## src/sv/dth_pkg.sv

```systemverilog
// types, codes and helpers of the der tlv header walker
package dth_pkg;

  typedef enum logic [3:0] {
    PH_IDENT   = 4'b0001,
    PH_LEN1    = 4'b0010,
    PH_LENN    = 4'b0100,
    PH_CONTENT = 4'b1000
  } phase_e;

  typedef enum logic [1:0] {
    KIND_HEADER  = 2'd0,
    KIND_INTEGER = 2'd1,
    KIND_ERROR   = 2'd2
  } kind_e;

  typedef enum logic [1:0] {
    ERR_NONE         = 2'd0,
    ERR_LEN_TOO_LONG = 2'd1,
    ERR_INT_TOO_LONG = 2'd2
  } err_e;

  localparam logic [7:0]  ID_INTEGER    = 8'h02;
  localparam int unsigned CONS_BIT      = 5;
  localparam int unsigned LONG_FORM_BIT = 7;
  localparam logic [31:0] INT_MAX_BYTES = 32'd8;
  localparam logic [2:0]  HDR_MIN       = 3'd2;

  localparam int unsigned RES_DEPTH = 4;
  localparam int unsigned RES_PTR_W = $clog2(RES_DEPTH);
  localparam int unsigned RES_CNT_W = $clog2(RES_DEPTH + 1);

  typedef struct packed {
    kind_e              kind;
    logic [1:0]         tag_class;
    logic               constructed;
    logic [4:0]         tag_number;
    logic [31:0]        content_length;
    logic [2:0]         header_length;
    logic [31:0]        element_offset;
    logic signed [63:0] integer_value;
    err_e               error_code;
    logic               last_of_run;
  } res_t;

  function automatic res_t make_res(kind_e k, logic [7:0] id, logic [31:0] len,
                                    logic [2:0] hl, logic [31:0] off,
                                    logic signed [63:0] ival, err_e err);
    res_t r;
    r.kind           = k;
    r.tag_class      = id[7:6];
    r.constructed    = id[CONS_BIT];
    r.tag_number     = id[4:0];
    r.content_length = len;
    r.header_length  = hl;
    r.element_offset = off;
    r.integer_value  = ival;
    r.error_code     = err;
    r.last_of_run    = 1'b0;
    return r;
  endfunction

endpackage

```

## src/sv/dth_if.sv

```systemverilog
// valid/ready channel interfaces for the byte input and the result output
interface dth_in_if;
  logic       valid;
  logic       ready;
  logic [7:0] data_byte;
  logic       restart;

  modport source (output valid, output data_byte, output restart, input ready);
  modport sink   (input valid, input data_byte, input restart, output ready);
endinterface

interface dth_out_if;
  logic               valid;
  logic               ready;
  logic [1:0]         kind;
  logic [1:0]         tag_class;
  logic               constructed;
  logic [4:0]         tag_number;
  logic [31:0]        content_length;
  logic [2:0]         header_length;
  logic [31:0]        element_offset;
  logic signed [63:0] integer_value;
  logic [1:0]         error_code;
  logic               last_of_run;

  modport source (
    output valid, output kind, output tag_class, output constructed, output tag_number,
    output content_length, output header_length, output element_offset,
    output integer_value, output error_code, output last_of_run, input ready
  );
  modport sink (
    input valid, input kind, input tag_class, input constructed, input tag_number,
    input content_length, input header_length, input element_offset,
    input integer_value, input error_code, input last_of_run, output ready
  );
endinterface

```

## src/sv/dth_res_fifo.sv

```systemverilog
// result queue taking up to two results per cycle and giving one
module dth_res_fifo (
  input  logic          clk_i,
  input  logic          rst_ni,
  input  logic [1:0]    push_cnt_i,
  input  dth_pkg::res_t push0_i,
  input  dth_pkg::res_t push1_i,
  input  logic          pop_i,
  output dth_pkg::res_t head_o,
  output logic          valid_o,
  output logic          room_o
);
  import dth_pkg::*;

  res_t                 entries_q [RES_DEPTH];
  logic [RES_PTR_W-1:0] wr_q, wr_d, rd_q, rd_d;
  logic [RES_CNT_W-1:0] count_q, count_d;
  logic [RES_PTR_W-1:0] wr_next;

  assign wr_next = wr_q + 1'b1;
  assign valid_o = (count_q != '0);
  assign room_o  = (count_q <= RES_CNT_W'(RES_DEPTH - 2));
  assign head_o  = entries_q[rd_q];

  always_comb begin
    wr_d    = wr_q + RES_PTR_W'(push_cnt_i);
    rd_d    = pop_i ? rd_q + 1'b1 : rd_q;
    count_d = count_q + RES_CNT_W'(push_cnt_i) - RES_CNT_W'(pop_i);
  end

  always_ff @(posedge clk_i or negedge rst_ni) begin
    if (!rst_ni) begin
      wr_q    <= '0;
      rd_q    <= '0;
      count_q <= '0;
    end else begin
      wr_q    <= wr_d;
      rd_q    <= rd_d;
      count_q <= count_d;
    end
  end

  always_ff @(posedge clk_i) begin
    if (push_cnt_i != 2'd0) begin
      entries_q[wr_q] <= push0_i;
    end
    if (push_cnt_i == 2'd2) begin
      entries_q[wr_next] <= push1_i;
    end
  end

endmodule

```

## src/sv/der_tlv_header_walker.sv

```systemverilog
// Streaming DER TLV header walker. One byte is accepted per clock cycle while the input is
// ready; each byte is decoded in the cycle it is accepted and its results (none, one or two)
// enter a four-entry result queue, which drives the output from its head. The input is ready
// whenever the queue has two free entries, which sustains one byte per cycle as long as the
// sink takes results as fast as they come; the second result of a byte that yields two results
// (a header followed by an integer or an error) waits in the queue. Restart marks the first
// byte of a new buffer and clears the offset and the decode state before that byte.
module der_tlv_header_walker #(
  parameter int unsigned MAX_LEN_BYTES = 4,
  parameter int unsigned OFFSET_WIDTH  = 32
) (
  input  logic clk_i,
  input  logic rst_ni,
  dth_in_if.sink    in_i,
  dth_out_if.source out_o
);
  import dth_pkg::*;

  localparam int unsigned LeftW = $clog2(MAX_LEN_BYTES + 1);

  phase_e                  phase_q, phase_d, phase_s;
  logic [7:0]              ident_q, ident_d;
  logic [31:0]             len_acc_q, len_acc_d;
  logic [LeftW-1:0]        len_left_q, len_left_d;
  logic [31:0]             cont_left_q, cont_left_d;
  logic [63:0]             int_acc_q, int_acc_d;
  logic [OFFSET_WIDTH-1:0] byte_off_q, byte_off_d;
  logic [OFFSET_WIDTH-1:0] elem_start_q, elem_start_d;
  logic [2:0]              hdr_len_q, hdr_len_d;

  logic        accept;
  logic [7:0]  byte_in;
  logic [6:0]  cnt;
  logic        fin, err_len, int_done, short_int;
  logic [31:0] off32;
  logic [1:0]  push_cnt;
  res_t        res0, res1, head;
  logic        fifo_valid, fifo_room, pop;

  assign accept  = in_i.valid && in_i.ready;
  assign byte_in = in_i.data_byte;
  assign cnt     = byte_in[6:0];
  assign phase_s = in_i.restart ? PH_IDENT : phase_q;

  always_comb begin
    ident_d      = ident_q;
    len_acc_d    = len_acc_q;
    len_left_d   = len_left_q;
    cont_left_d  = cont_left_q;
    int_acc_d    = int_acc_q;
    byte_off_d   = byte_off_q;
    elem_start_d = elem_start_q;
    hdr_len_d    = hdr_len_q;
    phase_d      = phase_s;
    fin          = 1'b0;
    err_len      = 1'b0;
    int_done     = 1'b0;
    short_int    = 1'b0;
    if (in_i.restart) begin
      ident_d      = '0;
      len_acc_d    = '0;
      len_left_d   = '0;
      cont_left_d  = '0;
      int_acc_d    = '0;
      byte_off_d   = '0;
      elem_start_d = '0;
      hdr_len_d    = '0;
    end

    unique case (phase_s)
      PH_IDENT: begin
        ident_d      = byte_in;
        elem_start_d = byte_off_d;
        len_acc_d    = '0;
        phase_d      = PH_LEN1;
      end
      PH_LEN1: begin
        if (!byte_in[LONG_FORM_BIT]) begin
          len_acc_d = 32'(byte_in);
          hdr_len_d = HDR_MIN;
          fin       = 1'b1;
        end else if (32'(cnt) > MAX_LEN_BYTES) begin
          err_len = 1'b1;
          phase_d = PH_IDENT;
        end else begin
          hdr_len_d = HDR_MIN + cnt[2:0];
          len_acc_d = '0;
          if (cnt == '0) begin
            fin = 1'b1;
          end else begin
            len_left_d = LeftW'(cnt);
            phase_d    = PH_LENN;
          end
        end
      end
      PH_LENN: begin
        len_acc_d = {len_acc_d[23:0], byte_in};
        if (len_left_d != '0) begin
          len_left_d = len_left_d - 1'b1;
        end
        if (len_left_d == '0) begin
          fin = 1'b1;
        end
      end
      PH_CONTENT: begin
        short_int = (ident_d == ID_INTEGER) && (len_acc_d <= INT_MAX_BYTES);
        if (short_int) begin
          int_acc_d = {((cont_left_d == len_acc_d) ? {56{byte_in[7]}} : int_acc_d[55:0]),
                       byte_in};
        end
        if (cont_left_d != '0) begin
          cont_left_d = cont_left_d - 1'b1;
        end
        if (cont_left_d == '0) begin
          int_done = short_int;
          phase_d  = PH_IDENT;
        end
      end
      default: begin
        phase_d = PH_IDENT;
      end
    endcase

    byte_off_d = byte_off_d + 1'b1;
  end

  assign off32 = 32'(elem_start_d);

  always_comb begin
    push_cnt = 2'd0;
    res0 = make_res(KIND_HEADER, ident_d, len_acc_d, hdr_len_d, off32, '0, ERR_NONE);
    res1 = res0;
    if (fin) begin
      push_cnt = 2'd1;
      if (ident_d == ID_INTEGER) begin
        if (len_acc_d > INT_MAX_BYTES) begin
          res1 = make_res(KIND_ERROR, ident_d, len_acc_d, hdr_len_d, off32, '0,
                          ERR_INT_TOO_LONG);
          push_cnt = 2'd2;
        end else if (len_acc_d == '0) begin
          res1 = make_res(KIND_INTEGER, ident_d, '0, hdr_len_d, off32, '0, ERR_NONE);
          push_cnt = 2'd2;
        end
      end
    end else if (err_len) begin
      res0 = make_res(KIND_ERROR, ident_d, '0, '0, off32, '0, ERR_LEN_TOO_LONG);
      push_cnt = 2'd1;
    end else if (int_done) begin
      res0 = make_res(KIND_INTEGER, ident_d, len_acc_d, hdr_len_d, off32,
                      $signed(int_acc_d), ERR_NONE);
      push_cnt = 2'd1;
    end
    if (push_cnt == 2'd1) begin
      res0.last_of_run = 1'b1;
    end
    if (push_cnt == 2'd2) begin
      res1.last_of_run = 1'b1;
    end
    if (!accept) begin
      push_cnt = 2'd0;
    end
  end

  // header completion decides whether content is walked or skipped
  logic        enter_content;
  assign enter_content = fin && !ident_d[CONS_BIT] && (len_acc_d != '0);

  always_ff @(posedge clk_i or negedge rst_ni) begin
    if (!rst_ni) begin
      phase_q      <= PH_IDENT;
      ident_q      <= '0;
      len_acc_q    <= '0;
      len_left_q   <= '0;
      cont_left_q  <= '0;
      int_acc_q    <= '0;
      byte_off_q   <= '0;
      elem_start_q <= '0;
      hdr_len_q    <= '0;
    end else if (accept) begin
      ident_q      <= ident_d;
      len_acc_q    <= len_acc_d;
      len_left_q   <= len_left_d;
      byte_off_q   <= byte_off_d;
      elem_start_q <= elem_start_d;
      hdr_len_q    <= hdr_len_d;
      if (fin) begin
        phase_q <= enter_content ? PH_CONTENT : PH_IDENT;
      end else begin
        phase_q <= phase_d;
      end
      if (enter_content) begin
        cont_left_q <= len_acc_d;
        int_acc_q   <= '0;
      end else begin
        cont_left_q <= cont_left_d;
        int_acc_q   <= int_acc_d;
      end
    end
  end

  assign pop = out_o.valid && out_o.ready;

  dth_res_fifo u_res_fifo (
    .clk_i      (clk_i),
    .rst_ni     (rst_ni),
    .push_cnt_i (push_cnt),
    .push0_i    (res0),
    .push1_i    (res1),
    .pop_i      (pop),
    .head_o     (head),
    .valid_o    (fifo_valid),
    .room_o     (fifo_room)
  );

  assign in_i.ready           = fifo_room;
  assign out_o.valid          = fifo_valid;
  assign out_o.kind           = head.kind;
  assign out_o.tag_class      = head.tag_class;
  assign out_o.constructed    = head.constructed;
  assign out_o.tag_number     = head.tag_number;
  assign out_o.content_length = head.content_length;
  assign out_o.header_length  = head.header_length;
  assign out_o.element_offset = head.element_offset;
  assign out_o.integer_value  = head.integer_value;
  assign out_o.error_code     = head.error_code;
  assign out_o.last_of_run    = head.last_of_run;

endmodule

```

## src/flat_wrapper.sv

```systemverilog
// flat-port wrapper written by rule: the top's interface ports become plain ports
module der_tlv_header_walker_flat import dth_pkg::*;
#(
  parameter int unsigned MAX_LEN_BYTES = 4,
  parameter int unsigned OFFSET_WIDTH  = 32
)
  (clk_i, rst_ni, in_i_valid, in_i_data_byte, in_i_restart, in_i_ready, out_o_valid, out_o_kind, out_o_tag_class, out_o_constructed, out_o_tag_number, out_o_content_length, out_o_header_length, out_o_element_offset, out_o_integer_value, out_o_error_code, out_o_last_of_run, out_o_ready);
  dth_in_if in_i_i ();
  dth_out_if out_o_i ();
  input  logic clk_i;
  input  logic rst_ni;
  input wire logic [$bits(in_i_i.valid)-1:0] in_i_valid;
  input wire logic [$bits(in_i_i.data_byte)-1:0] in_i_data_byte;
  input wire logic [$bits(in_i_i.restart)-1:0] in_i_restart;
  output wire logic [$bits(in_i_i.ready)-1:0] in_i_ready;
  output wire logic [$bits(out_o_i.valid)-1:0] out_o_valid;
  output wire logic [$bits(out_o_i.kind)-1:0] out_o_kind;
  output wire logic [$bits(out_o_i.tag_class)-1:0] out_o_tag_class;
  output wire logic [$bits(out_o_i.constructed)-1:0] out_o_constructed;
  output wire logic [$bits(out_o_i.tag_number)-1:0] out_o_tag_number;
  output wire logic [$bits(out_o_i.content_length)-1:0] out_o_content_length;
  output wire logic [$bits(out_o_i.header_length)-1:0] out_o_header_length;
  output wire logic [$bits(out_o_i.element_offset)-1:0] out_o_element_offset;
  output wire logic [$bits(out_o_i.integer_value)-1:0] out_o_integer_value;
  output wire logic [$bits(out_o_i.error_code)-1:0] out_o_error_code;
  output wire logic [$bits(out_o_i.last_of_run)-1:0] out_o_last_of_run;
  input wire logic [$bits(out_o_i.ready)-1:0] out_o_ready;
  assign in_i_i.valid = in_i_valid;
  assign in_i_i.data_byte = in_i_data_byte;
  assign in_i_i.restart = in_i_restart;
  assign in_i_ready = in_i_i.ready;
  assign out_o_valid = out_o_i.valid;
  assign out_o_kind = out_o_i.kind;
  assign out_o_tag_class = out_o_i.tag_class;
  assign out_o_constructed = out_o_i.constructed;
  assign out_o_tag_number = out_o_i.tag_number;
  assign out_o_content_length = out_o_i.content_length;
  assign out_o_header_length = out_o_i.header_length;
  assign out_o_element_offset = out_o_i.element_offset;
  assign out_o_integer_value = out_o_i.integer_value;
  assign out_o_error_code = out_o_i.error_code;
  assign out_o_last_of_run = out_o_i.last_of_run;
  assign out_o_i.ready = out_o_ready;
  der_tlv_header_walker #(.MAX_LEN_BYTES(MAX_LEN_BYTES), .OFFSET_WIDTH(OFFSET_WIDTH)) u_core (.clk_i(clk_i), .rst_ni(rst_ni), .in_i(in_i_i), .out_o(out_o_i));
endmodule
```

## config.mk

```make
export PLATFORM = sky130hd
export DESIGN_NAME = der_tlv_header_walker_flat
export DESIGN_NICKNAME = d
export VERILOG_FILES = /design/src/sv/dth_pkg.sv /design/src/sv/dth_if.sv /design/src/sv/dth_res_fifo.sv /design/src/sv/der_tlv_header_walker.sv /design/src/flat_wrapper.sv
export SDC_FILE = /design/constraint.sdc
export NUM_CORES = 2
export LEC_CHECK = 0
export ABC_CLOCK_PERIOD_IN_PS = 17550
export BUFFER_PORTS_ARGS = -buffer_cell sky130_fd_sc_hd__buf_2
export CORE_MARGIN = 2
export CORE_UTILIZATION = 40
export CTS_BUF_LIST = sky130_fd_sc_hd__clkbuf_4
export DETAILED_ROUTE_END_ITERATION = 10
export PLACE_DENSITY = 0.54
export SLEW_MARGIN = 20
export SYNTH_ARGS = -nofsm -noshare
export SYNTH_HDL_FRONTEND = slang
export SYNTH_HIERARCHICAL = 1
export SYNTH_SLANG_ARGS = --single-unit
```

## constraint.sdc

```tcl
create_clock -name clk_i -period 17.55 [get_ports clk_i]
set_input_delay 1.755 -clock clk_i [delete_from_list [all_inputs] [get_ports clk_i]]
set_output_delay 1.755 -clock clk_i [all_outputs]
set_load 0.02 [all_outputs]
```

Word level (Yosys, flattened, before mapping). Memories as Yosys holds them, arrays and structs flattened. Cells that the tools add are included.

Add/subtract/negate cells: 9. Reduce and logical (&&, ||, !) cells: 15. Multiplexer cells: 68. Equality and inequality tests: 10. Magnitude comparators: 4.

Operators with widths (number): $mux W144 (5); $mux W32 (11); $mux W143 (2); $mux W64 (4); $pmux W32 S3 (1); $logic_not A32 Y1 (2); $reduce_bool A32 Y1 (2); $mux W56 (1); $add A32 B1 Y32 const B (1); $eq A32 B32 Y1 (1); $gt A32 B4 Y1 const B (1); $le A32 B4 Y1 const B (1); $sub A32 B1 Y32 const B (1); $mux W3 (10); $mux W4 (7); $eq A8 B2 Y1 const B (2); $mux W1 (16); $mux W8 (2); $pmux W4 S4 (1); $mux W2 (6); $gt A7 B3 Y1 const B (1); $logic_not A7 Y1 (1); $pmux W3 S2 (1); $reduce_bool A3 Y1 (2); 18 further kinds (24).

Memories kept: 1. Bits in registers: 217. Bits in writable memories: 576. Logic and storage cells: 119. Input port bits: 13. Output and inout port bits: 146.

Memory list: u_core.u_res_fifo.entries_q (words 4, width 144, rd ports 1, clocked after Yosys merged registers in 0, write ports 2, RTL line dth_res_fifo.sv:15) `res_t entries_q [RES_DEPTH];`.

Depth between registers and ports, before layout.
Depth after elaboration: 14. Gate-level depth with buffers: 24. Depth with buffers taken out: 15.

Modules after synthesis. Netlist, hierarchy kept.

Modules (own cells, without submodules): dth_res_fifo (area each 28815.1 um2, cells each 1432, instances 1, seq. area each 17471.8 um2); der_tlv_header_walker (area each 13045.0 um2, cells each 1671, instances 1, seq. area each 5056.1 um2).

Least setup slack after synthesis. Ideal clock, no wire load.

Kind: input to register. Start point: in in_i_restart. End point: mem u_core/u_res_fifo/entries_q[0][0] in the netlist's numbering, enable pin. Path slack: 0.131 ns. Required time: 16.690 ns. Data arrival time: 16.559 ns. Setup time: 0.860 ns. Cell stages on the path: 20. Buffers on the path: 7. Path through: clkbuf_1 > inv_1 > clkbuf_1 > buf_1 > clkbuf_1 > clkbuf_1 > clkbuf_1 > nand2_1 > ha_1 > clkbuf_1 > o41ai_1 > o21ai_0 > o21ai_0 > nand4_1 > nor4_1 > nand4_1 > nand2b_1 > a211oi_1 > nor2_1 > o31ai_1.

RTL lines: start, declared (RTL line flat_wrapper.sv:14) `input wire logic [$bits(in_i_i.restart)-1:0] in_i_restart;`; end, declared (RTL line dth_res_fifo.sv:15).

==> impl_metrics.toml <==
[routing]
drt_iter0_drc = 2079
num_vias = 27300
wl_mm = 113
wl_per_cell_um = 22.1
first_pass_iters = 5
route.detailed.drc = 0
ant_nets = 0
drt-vias-per-instance = 5.36

[sta]
drv_slew = 0
min_period_over_period_pct = 43.1
rsz0062_at_grt = "false"
tightest_slew_ns = 1.10
finalSetupTns_ns = 0
min_period_ns = 7.56
setup_viol = 0
fmax_ghz = 0.132
maxSlewHeadroom_pct = 25.9
fin_skew_ns = 0.0802
hold_violations = 0

[clocking]
cts_setup_buffers = 0
cts_tree = "built"
clock_latency_ns = 1.12
hold_buffers = 0
clock-root-buffer = "clkbuf_4"
cts_buffers = 215
cts_sinks = 785
clkSlewWorstSetupHoldPaths_ns = 0.06
clk_path_buf_depth = 3
cts-resized-gates = 0
h-tree-depth = 4

[floorplan]
die_h_um = 327
core-area_mm2 = 0.104
dieWidth_um = 327
fp-row-count = 118
start_util_pct = 40.4
floorplan.die_area_mm2 = 0.107
ios = 159

[placement]
gp_congestion = 0.915
portBuffers = 158
dpl.hpwl_mm = 66.4
place_inst = 4694

[layout]
utilization_pct = 45.8
fill_cells = 9632
seqCellArea_mm2 = 0.0225
drive_above_1_share_pct = 35.3
multi_input_area_mm2 = 0.0188
area_growth_pct = 13.5
final_nets = 3554
layoutNonFillerInstCount = 5098

[pwr]
clockPowerShare_pct = 31.0
p_leak_nw = 18.9
ir_worst_vdd_mv = 0.0777
internal_power_mw = 3.71
power_frac_seq_pct = 39.8
p_comb_share_pct = 29.2
switchingPower_mw = 2.00
p_sw_share_pct = 35.0
powerDensity_mw_per_mm2 = 120

[global_route]
grt_max_degree = 200
grt_pass1_vias = 27900
grt_pass1_wl_mm = 173
grt_antenna_before_repair = 6
grt_overflow_total = 0
grt_usage_pct = 21.1

[synthesis]
synthArstFlopShare_pct = 26.6
yosysWarnings = 6
ys_seq_elements = 785
synth_edf_count = 576
syn_area_mm2 = 0.0419
syn-instance-count = 3103
avgSynthCellArea_um2 = 13.5
ys_types = 87
ys.flop_type = "edfxtp_1"
synth.yosys.seq_area_share_pct = 53.8

[worst_setup_path]
startpoint = "in_i_restart"
cp_slowest_stage_delay_ns = 0.89
critPathMaxFanout = 60
critPathRequiredTime_ns = 18.25
reg2reg_from = "u_core/cont_left_q[8]$_DFFE_PN0P_"
critPathKind = "in -> reg"
startpoint_type = "input port"
cp_slowest_cell = "a211oi_1"
critical_path_arrival_ns = 8.26
end_kind = "flop"
crit_top_cell = "buf_4"
crit_chain = "buf_4 > inv_2 > nand2_1 > ha_1 > clkinv_1 > nor3_1 > xor2_1 > o32ai_1 > nand4_1 > nor4_1 > nand4_1 > buf_4 > nand2b_1 > a211oi_1 > mux2i_1 > nor2b_4 > buf_4 > buf_4"

[flow_run]
drv_cap = 0

[outcome]
outcome = "completed"

[min_path]
hold_path.class = "reg -> reg"
hold_start = "u_core/elem_start_q[11]$_DFFE_PN0P_"
## worst max-delay path: cells and delay by family
family | cells | cell delay, ns
AOI/OAI and AO/OA | 2 | 1.21
xor gates and xnor gates | 1 | 0.11
adders and majority gates | 1 | 0.39
buffers and inverters | 6 | 2.34
muxes | 1 | 0.36
and+or+nand+nor | 7 | 1.96
## layout by cell type, fill, tap and decap left out, types with 7 or more instances in the layout
cell and instances:
nand3_1 29, a22oi_1 23, conb_1 264, clkbuf_4 350, xnor2_1 42, buf_4 45
dfrtp_1 206, nor2_1 189, xor2_1 26, edfxtp_1 576, mux2_2 390, a22o_1 21
o221ai_1 7, inv_1 60, ha_1 9, o21ai_1 51, nor3_1 34, o211ai_1 10
o21ai_0 88, nand4_1 19, mux2_4 169, mux2i_1 36, a31oi_1 26, nand2_1 233
o31ai_1 38, or3_1 11, o22a_1 7, clkinv_1 36, a221oi_1 9, or4_1 11
buf_2 156, mux2_1 18, nor4_1 33, and3_1 8, and2_1 12, nor2b_1 20
mux4_2 144, a21oi_1 174
## power by group through the flow
| stage | sequential (mW) | clock (mW) | combinational, mW |
|---|---|---|---|
| finish | 2.27 | 1.77 | 1.67 |
| global route | 2.28 | 1.93 | 1.81 |
| CTS | 2.26 | 1.83 | 1.70 |
| detailed placement | 2.30 | 0 | 1.69 |
| global placement | 2.30 | 0 | 1.69 |
| floorplan | 2.16 | 0 | 1.29 |
## registers in the layout (all words and copies together) (netlist names)
name,count
u_core/elem_start_q,32
u_core/u_res_fifo/wr_q,2
u_core/int_acc_q,56
u_core/u_res_fifo/count_q,3
u_core/cont_left_q,32
u_core/len_left_q,3
u_core/len_acc_q,32
u_core/u_res_fifo/entries_q,576
u_core/byte_off_q,32
u_core/hdr_len_q,3
u_core/ident_q,8
u_core/phase_q,4
u_core/u_res_fifo/rd_q,2
## per-layer routing
layer / global-route usage, % / part of all wire, % / up-vias
met2: 34.9 / 49 / 766
met3: 4.52 / 5.2 / 215
li1: - / - / 12600
met1: 27.6 / 44 / 13700
met5: 0 / 0.041 / -
met4: 6.83 / 2.5 / 6
## path summary, 6_finish.rpt
kind,to,slack [ns],cells past startpoint
max,u_core/u_res_fifo/entries_q[3][81]$_DFFE_PP_,9.99,18
min,u_core/elem_start_q[11]$_DFFE_PN0P_,0.48,2
max reg2reg,u_core/u_res_fifo/entries_q[3][81]$_DFFE_PP_,10.20,14
min reg2reg,u_core/elem_start_q[11]$_DFFE_PN0P_,0.48,2
max in group asynchronous,u_core/u_res_fifo/rd_q[0]$_DFFE_PN0P_,15.35,2
min in group asynchronous,u_core/elem_start_q[22]$_DFFE_PN0P_,0.63,1
## Yosys cell counts, types with 26 or more instances
cell type | instances | area share (%)
mux2_4 | 169 | 6.1
nor3_1 | 34 | 0.41
xor2_1 | 26 | 0.54
a31oi_1 | 27 | 0.40
o21ai_0 | 88 | 1.1
nand3_1 | 29 | 0.35
mux2i_1 | 36 | 0.86
o31ai_1 | 39 | 0.70
buf_2 | 57 | 0.68
edfxtp_1 | 576 | 41
mux2_2 | 390 | 10
clkbuf_1 | 131 | 1.2
a21oi_1 | 174 | 2.1
dfrtp_1 | 208 | 12
nand2_1 | 234 | 2.1
o21ai_1 | 51 | 0.61
nor4_1 | 33 | 0.49
mux4_2 | 144 | 7.7
inv_1 | 61 | 0.55
nor2_1 | 191 | 1.7
xnor2_1 | 42 | 0.88
## final cells by class
cell class                 instances  share of cell area (%)
multi-input combinational       2259                    39.6
timing repair buffer             206                    2.56
sequential                       785                    47.4
clock inverter                    51                   0.748
antenna                            3                  0.0158
clock buffer                     350                    5.53
inverter                          64                   0.506
tap                             1380                    3.64
## through the flow
step	worst slack (ns)	hold WS, ns	instance area, um2	power [mW]
finish	9.99	0.477	47500	5.71
global route	9.54	0.501	47500	6.02
CTS	10.12	0.479	47500	5.80
detailed placement	8.88	0.466	44500	3.99
global placement	9.01	0.459	44500	3.99
floorplan	0.131	0.438	42800	3.45
## cell families after synthesis
group	Yosys count	share of synthesized area [%]
DFF	785	53.8
muxes	757	25.6
other	1	0.00896
AOI/OAI and AO/OA	519	7.68
and+or+nand+nor	641	7.20
buffers and inverters	322	3.91
xor gates and xnor gates	68	1.42
adders and majority gates	10	0.317
(Power assumes the default switching activity.)
